## src/sv/mrrc_pkg.sv

```systemverilog
// Package for the Modbus RTU reply checker: codes, result type and constants.
// Used by mrrc_crc16, mrrc_frame and modbus_rtu_reply_checker; depends on nothing.
package mrrc_pkg;

    localparam int unsigned FRAME_BYTES_DEF = 13;
    localparam int unsigned IDX_W           = 4;
    localparam int unsigned WORD_W          = 16;
    localparam int unsigned NUM_WORDS       = 4;

    localparam logic [7:0]  FUNC_READ_HOLDING = 8'h03;
    localparam logic [15:0] CRC_INIT          = 16'hFFFF;
    localparam logic [15:0] CRC_POLY          = 16'hA001;
    localparam logic [7:0]  DEV_ADDR_RST      = 8'h01;
    localparam logic [15:0] TIMEOUT_RST       = 16'd1000;
    localparam logic [15:0] TICK_MAX          = 16'hFFFF;

    // Configuration register indexes.
    localparam logic CFG_DEV_ADDR = 1'b0;
    localparam logic CFG_TIMEOUT  = 1'b1;

    typedef enum logic [1:0] {
        OP_START = 2'd0,
        OP_BYTE  = 2'd1,
        OP_TICK  = 2'd2
    } t_opcode;

    typedef enum logic [1:0] {
        ST_OK      = 2'd0,
        ST_TIMEOUT = 2'd1,
        ST_HEADER  = 2'd2,
        ST_CRC     = 2'd3
    } t_status;

    typedef struct packed {
        t_status                           status;
        logic [NUM_WORDS-1:0][WORD_W-1:0]  words;
    } t_result;

endpackage

```

## src/sv/mrrc_crc16.sv

```systemverilog
// Modbus CRC16 update for one byte: eight reflected shift stages, all combinational.
// Depends on mrrc_pkg for the polynomial.
module mrrc_crc16
    import mrrc_pkg::*;
(
    input  logic [15:0] i_crc,
    input  logic [7:0]  i_byte,
    output logic [15:0] o_crc
);

    logic [8:0][15:0] stage;

    assign stage[0] = i_crc ^ {8'h00, i_byte};

    // Each stage shifts right once and folds in the polynomial when a one drops out.
    for (genvar k = 0; k < 8; k++) begin : g_shift
        assign stage[k+1] = stage[k][0] ? ((stage[k] >> 1) ^ CRC_POLY) : (stage[k] >> 1);
    end

    assign o_crc = stage[8];

endmodule

```

## src/sv/mrrc_frame.sv

```systemverilog
// Frame tracker: reply state, header check, word capture, timeout and verdict.
// Depends on mrrc_pkg and mrrc_crc16.
module mrrc_frame
    import mrrc_pkg::*;
#(
    parameter int unsigned FRAME_BYTES = FRAME_BYTES_DEF
) (
    input  logic        i_clk,
    input  logic        i_rst_n,
    input  logic        i_valid,
    input  logic [1:0]  i_opcode,
    input  logic [7:0]  i_rx_byte,
    input  logic [7:0]  i_dev_addr,
    input  logic [15:0] i_timeout,
    output logic        o_res_valid,
    output t_result     o_res
);

    localparam logic [IDX_W-1:0] CRC_LO_IDX = IDX_W'(FRAME_BYTES - 2);
    localparam logic [IDX_W-1:0] LAST_IDX   = IDX_W'(FRAME_BYTES - 1);
    localparam logic [IDX_W-1:0] FIRST_WORD = IDX_W'(3);
    localparam logic [IDX_W-1:0] LAST_WORD  = IDX_W'(3 + 2 * NUM_WORDS - 1);

    logic                             r_busy, n_busy;
    logic [IDX_W-1:0]                 r_byte_index, n_byte_index;
    logic [15:0]                      r_crc, n_crc;
    logic                             r_header_bad, n_header_bad;
    logic [15:0]                      r_ticks, n_ticks;
    logic [NUM_WORDS-1:0][WORD_W-1:0] r_words, n_words;
    logic [7:0]                       r_crc_low, n_crc_low;

    logic [15:0]      crc_next;
    logic [15:0]      tick_inc;
    logic             hdr_bad;
    logic [IDX_W-1:0] word_off;
    logic [1:0]       word_sel;
    logic             status_ok;

    mrrc_crc16 u_crc (
        .i_crc  (r_crc),
        .i_byte (i_rx_byte),
        .o_crc  (crc_next)
    );

    assign tick_inc = (r_ticks == TICK_MAX) ? r_ticks : r_ticks + 16'd1;
    assign hdr_bad  = r_header_bad
                    | ((r_byte_index == IDX_W'(0)) && (i_rx_byte != i_dev_addr))
                    | ((r_byte_index == IDX_W'(1)) && (i_rx_byte != FUNC_READ_HOLDING));
    assign word_off = r_byte_index - FIRST_WORD;
    assign word_sel = word_off[2:1];

    always_comb begin
        n_busy       = r_busy;
        n_byte_index = r_byte_index;
        n_crc        = r_crc;
        n_header_bad = r_header_bad;
        n_ticks      = r_ticks;
        n_words      = r_words;
        n_crc_low    = r_crc_low;
        o_res_valid  = 1'b0;
        o_res.status = ST_OK;
        status_ok    = 1'b0;
        o_res.words  = '0;
        if (i_valid) begin
            case (i_opcode)
                OP_START: begin
                    n_busy       = 1'b1;
                    n_byte_index = '0;
                    n_crc        = CRC_INIT;
                    n_header_bad = 1'b0;
                    n_ticks      = '0;
                    n_words      = '0;
                    n_crc_low    = '0;
                end
                OP_TICK: begin
                    if (r_busy) begin
                        n_ticks = tick_inc;
                        if (tick_inc >= i_timeout) begin
                            o_res_valid  = 1'b1;
                            o_res.status = ST_TIMEOUT;
                            n_busy       = 1'b0;
                        end
                    end
                end
                OP_BYTE: begin
                    if (r_busy) begin
                        n_header_bad = hdr_bad;
                        if (r_byte_index < CRC_LO_IDX) begin
                            n_crc        = crc_next;
                            n_byte_index = r_byte_index + IDX_W'(1);
                            if (r_byte_index >= FIRST_WORD && r_byte_index <= LAST_WORD) begin
                                // Big-endian: even offset is the high byte.
                                if (word_off[0]) begin
                                    n_words[word_sel][7:0] = i_rx_byte;
                                end else begin
                                    n_words[word_sel][15:8] = i_rx_byte;
                                end
                            end
                        end else if (r_byte_index == CRC_LO_IDX) begin
                            n_crc_low    = i_rx_byte;
                            n_byte_index = r_byte_index + IDX_W'(1);
                        end else begin
                            o_res_valid = 1'b1;
                            if (hdr_bad) begin
                                o_res.status = ST_HEADER;
                            end else if ({i_rx_byte, r_crc_low} != r_crc) begin
                                o_res.status = ST_CRC;
                            end else begin
                                o_res.status = ST_OK;
                                status_ok    = 1'b1;
                            end
                            if (status_ok) begin
                                o_res.words = r_words;
                            end
                            n_busy       = 1'b0;
                            n_byte_index = '0;
                        end
                    end
                end
                default: begin
                end
            endcase
        end
    end

    always_ff @(posedge i_clk) begin
        if (!i_rst_n) begin
            r_busy       <= 1'b0;
            r_byte_index <= '0;
            r_crc        <= CRC_INIT;
            r_header_bad <= 1'b0;
            r_ticks      <= '0;
        end else begin
            r_busy       <= n_busy;
            r_byte_index <= n_byte_index;
            r_crc        <= n_crc;
            r_header_bad <= n_header_bad;
            r_ticks      <= n_ticks;
        end
    end

    always_ff @(posedge i_clk) begin
        r_words   <= n_words;
        r_crc_low <= n_crc_low;
    end

    a_index_in_frame: assert property (@(posedge i_clk) disable iff (!i_rst_n)
        r_busy |-> (r_byte_index <= LAST_IDX))
        else $error("byte index ran past the end of the frame");

    a_idle_after_result: assert property (@(posedge i_clk) disable iff (!i_rst_n)
        o_res_valid |=> !r_busy)
        else $error("still busy after a result was given");

    a_fail_zero_words: assert property (@(posedge i_clk) disable iff (!i_rst_n)
        (o_res_valid && o_res.status != ST_OK) |-> (o_res.words == '0))
        else $error("failed reply carries nonzero register values");

endmodule
```

## config.mk

```make
export PLATFORM = sky130hd
export DESIGN_NAME = mrrc_frame
export DESIGN_NICKNAME = d
export VERILOG_FILES = /design/src/sv/mrrc_pkg.sv /design/src/sv/mrrc_crc16.sv /design/src/sv/mrrc_frame.sv
export SDC_FILE = /design/constraint.sdc
export NUM_CORES = 1
export LEC_CHECK = 0
export ABC_CLOCK_PERIOD_IN_PS = 5010
export BUFFER_PORTS_ARGS = -buffer_cell sky130_fd_sc_hd__buf_2
export CORE_MARGIN = 8
export CORE_UTILIZATION = 50
export CTS_BUF_LIST = sky130_fd_sc_hd__clkbuf_4 sky130_fd_sc_hd__clkbuf_8
export DETAILED_ROUTE_END_ITERATION = 7
export GPL_TIMING_DRIVEN = 0
export HOLD_SLACK_MARGIN = 0.05
export PLACE_DENSITY = 0.67
export RECOVER_POWER = 50
export SYNTH_ARGS = -nofsm -noshare
export SYNTH_HDL_FRONTEND = slang
export SYNTH_SLANG_ARGS = --single-unit
```

## constraint.sdc

```tcl
create_clock -name i_clk -period 5.01 [get_ports i_clk]
set_input_delay 0.7515 -clock i_clk [delete_from_list [all_inputs] [get_ports i_clk]]
set_output_delay 0.7515 -clock i_clk [all_outputs]
set_load 0.01 [all_outputs]
```

==> PnR_summary.wiki <==
{| class="wikitable"
! Metric !! Value
|-
| Outcome || complete, but fails checks
|-
| Violations in the final reports || max-capacitance violations, max-slew violations
|-
| CP startpoint kind || register
|-
| Net Count, Synth || ~760
|-
| Slack of the worst reg-to-reg path || 1.09 ns
|-
| Initial standard-cell utilization of the core || 0.5154
|-
| Register area share after synthesis || 0.4265
|-
| Measured slew at the worst slew-check pin || 2.687 ns
|-
| Number of enable-type register cells in the synthesized netlist || 72
|-
| DP Area || 7616 sq um
|-
| Maximum clock skew at final layout || between 0.02 and 0.025 ns
|-
| CTS tree || yes
|-
| CTS root buffer || clkbuf_8
|-
| Most used standard cell by instance count after synthesis || nor2_1
|-
| Synthesized flop and latch total || 110
|-
| Prevailing post-synth register cell || edfxtp_1
|-
| Yosys cell types || 57
|-
| Final setup margin || roughly 0.54 ns
|-
| Routed length on met3 || between 800 and 900 um
|-
| First drt pass iteration count || 4
|-
| Ratio of cells with drive above 1 in the final layout || 0.1926
|-
| Total Routing Usage GR || 0.1912
|-
| Post-route met1 wirelength || 7.542 mm
|-
| Routed wire per std cell || 16.86 um
|-
| Core region area || 13300 sq um
|-
| Internal portion of total power || about 1300 uW
|-
| Vias in the first global route || 5279
|-
| Top cells by instance count after synthesis || nor2_1 (98), and2_1 (75), edfxtp_1 (72), mux2i_1 (64), nand2_1 (43)
|-
| Vias after detailed routing || 5348
|-
| Switch share || 0.2739
|-
| Number of clock sinks || 110
|-
| Maximum operating frequency || between 0.2 and 0.25 GHz
|-
| R2R Path End || r_words[8]$_SDFFCE_PN0P_
|-
| Largest fanout of any net on the critical path || 8
|-
| DRC marker count from the first detailed-route iteration || between 300 and 400
|-
| Async set or reset register ratio after synthesis || 0
|-
| Cts repair resizes || 0
|-
| Die span in y || 133.1 um
|-
| Routed WL || 16.71 mm
|-
| WHS Endpoint || r_ticks[5]$_SDFFE_PN0P_
|-
| Area added between synthesis and finish || 13.86%
|-
| Pleak || 0.003516 uW
|-
| Sum of net half-perimeters after detailed placement || 12.26 mm
|-
| Number of buffers added by the clock tree synthesis step || 9
|-
| Area share of the leading cell type in the synthesized netlist || 0.3155
|-
| Maximum root-to-sink buffer count || 2
|-
| CTS H-tree lvls || 3
|-
| Sequential fraction of design power || 0.575
|-
| Number of post-CTS setup repair buffers || 0
|-
| Area of all placed cells without fillers || 7802 sq um
|-
| Number of pins with negative max-slew slack in the final report || 31
|-
| Die boundary width || 133.1 um
|-
| Syn Area/Cell || 9.860 sq um
|-
| Antenna Violating Nets Remaining || 0
|-
| Class of the tightest hold or removal check || register to register
|-
| Die area || roughly 18000 sq um
|-
| Time the final worst path needs with I/O delays and setup || 4.471 ns
|-
| Count of input and output buffers || a little over 100
|-
| WP data arrival || roughly 3.7 ns
|-
| Final setup violation count || 0
|-
| # rows || 42
|-
| Setup CP Type || register to primary output
|-
| Drc violations || 0
|-
| Wire length of the first global-routing pass || 27.31 mm
|-
| Clock transition at the registers of the reported paths || 0.12 ns
|-
| Final worst-path cycle share || 0.8924
|-
| Share of total power in the clock network || 0.318
|-
| Top Ports || 104
|-
| Count of final hold-check violations || 0
|-
| Number of antenna violations at the first check in global routing || 0
|-
| DP Worst Slack || 0.9663 ns
|-
| Largest net degree at the start of global routing || 35
|-
| Diodes inserted || 0
|-
| Warnings, synthesis || 0
|-
| Launch point of the worst reg-to-reg path || r_byte_index[0]$_SDFFE_PN0P_
|-
| Sw power || 473.1 uW
|-
| Number of hold buffers added after cts || 0
|-
| Combinational fraction of design power || 0.106
|-
| Critical Path End Type || primary output
|-
| Detailed-routed wire length on met2 || ~8.1 mm
|-
| Top metal layer carrying routed signals || met4
|-
| Cell depth of the worst hold path || 1
|-
| Launch point of the worst hold path || r_ticks[5]$_SDFFE_PN0P_
|-
| Clock network latency to the later pin of the worst-skew pair || 0.41 ns
|-
| RD Place Congestion || 0.8886
|-
| Cell area after synthesis || 6853 sq um
|-
| Leftover overflow at the end of global routing || 0
|-
| Worst-case vdd ir drop || 0.2310 mV
|-
| R2R cell count || 7
|-
| Cell accounting for the most synthesized area || edfxtp_1
|-
| Cells after Synth || 695
|-
| Remaining max-slew budget at the tightest pin || -0.7983
|-
| Cell types with the largest area share after synthesis || edfxtp_1 (32%), dfxtp_1 (11%), mux2i_1 (9.3%)
|-
| Total number of nets in the final design || between 800 and 900
|-
| Max-cap violations || 1
|-
| Routed via count divided by cell count || 5.397
|-
| Required time of the critical path || 4.26 ns
|-
| Power density relative to cell area || 221.4 nW/um^2
|-
| RSZ-0062 raised after global routing || false
|}
## area by class of cell
| class | count | area, sq um |
|---|---|---|
| Fill cell | 1171 | 5493 |
| Multi-Input combinational cell | 522 | 3633 |
| Inverter | 24 | 90.09 |
| Tap cell | 176 | 220.2 |
| Clock inverter | 7 | 72.57 |
| Buffer | 39 | 206.4 |
| Timing Repair Buffer | 104 | 533.0 |
| Clock buffer | 9 | 123.9 |
| Sequential cell | 110 | 2923 |
## metrics by stage
| step | util | total power (uW) | cells | hold slack, ns | TNS, ns |
|---|---|---|---|---|---|
| final | 0.5869 | 1727 | 991 | 0.5505 | 0 |
| after global routing | 0.5869 | 1793 | 991 | 0.5902 | 0 |
| after CTS | 0.5876 | 1739 | 991 | 0.5483 | 0 |
| after detailed placement | 0.5728 | 1199 | 975 | 0.5198 | 0 |
| after global placement | 0.5708 | 1193 | 974 | 0.5053 | -60.28 |
| after floorplan | - | 1140 | 695 | 0.4900 | 0 |
## metal layers
layer	global-route usage	vias to the layer above
met4	0.04164	0
li1	-	2637
met3	0.05185	14
met5	0	-
met2	0.3180	131
met1	0.2422	2566
## worst max path at each step
stage                            startpoint                        to  slack (ns)  cells past startpoint
floorplan                       i_opcode[1]  r_words[0]$_SDFFCE_PN0P_        0.47                      5
global placement                i_opcode[1]  r_words[9]$_SDFFCE_PN0P_       -0.94                      7
detailed placement  r_ticks[9]$_SDFFE_PN0P_                 o_res[64]        0.97                     14
CTS                 r_ticks[9]$_SDFFE_PN0P_                 o_res[64]        0.48                     14
global route        r_ticks[9]$_SDFFE_PN0P_                 o_res[64]        0.28                     14
finish              r_ticks[9]$_SDFFE_PN0P_                 o_res[64]        0.54                     14
## critical path, cell delays in order, from the launching register on
cell and delay [ns]:
dfxtp_1 0.33, buf_2 0.17, nand4_1 0.17, or2_1 0.32, nor3_4 0.39, nor3_2 0.13
xor2_1 0.17, ha_1 0.33, a21o_1 0.19, a21o_1 0.19, a21oi_1 0.26, o211ai_1 0.24
a21oi_1 0.18, a21oi_1 0.08, buf_2 0.15
## power by group through the flow
stage                     sequential [uW]  combinational [uW]  clock, uW
after floorplan                      1010                 128          0
after detailed placement             1010                 186          0
final                                 994                 184        550
after CTS                             993                 186        559
after global placement               1020                 178          0
after global routing                  996                 202        595
## logic make-up after synthesis
kind of cell	synth area share
and+or+nand+nor	0.2160
adders and majority gates	0.04565
buffers and inverters	0.04327
xor gates and xnor gates	0.09257
muxes	0.09841
AOI/OAI and AO/OA	0.07760
DFF	0.4265
## state kept, by name, summed over array words and instances, names as in the netlist
name	flops
r_crc_low	8
r_words	64
r_crc	16
r_byte_index	4
r_ticks	16
r_header_bad	1
r_busy	1
## placed cells by master, fill, tap and decap left out, types with 4 or more instances in the layout
| master | count |
|---|---|
| dfxtp_1 | 38 |
| and2_1 | 69 |
| buf_2 | 111 |
| nand3_1 | 16 |
| nor4_1 | 4 |
| nand4_1 | 8 |
| xor2_1 | 28 |
| inv_1 | 24 |
| mux2i_1 | 64 |
| a22oi_1 | 5 |
| clkbuf_8 | 10 |
| nand2_1 | 43 |
| buf_4 | 4 |
| a21o_1 | 7 |
| xnor2_2 | 5 |
| o21ai_0 | 27 |
| nor2_1 | 98 |
| nor2b_1 | 9 |
| clkbuf_1 | 23 |
| ha_1 | 25 |
| xnor2_1 | 17 |
| a31oi_1 | 4 |
| nor3_1 | 4 |
| nand3b_1 | 6 |
| edfxtp_1 | 72 |
| and3_1 | 5 |
| and2_0 | 6 |
| a21oi_1 | 17 |
(Power assumes the default switching activity.)
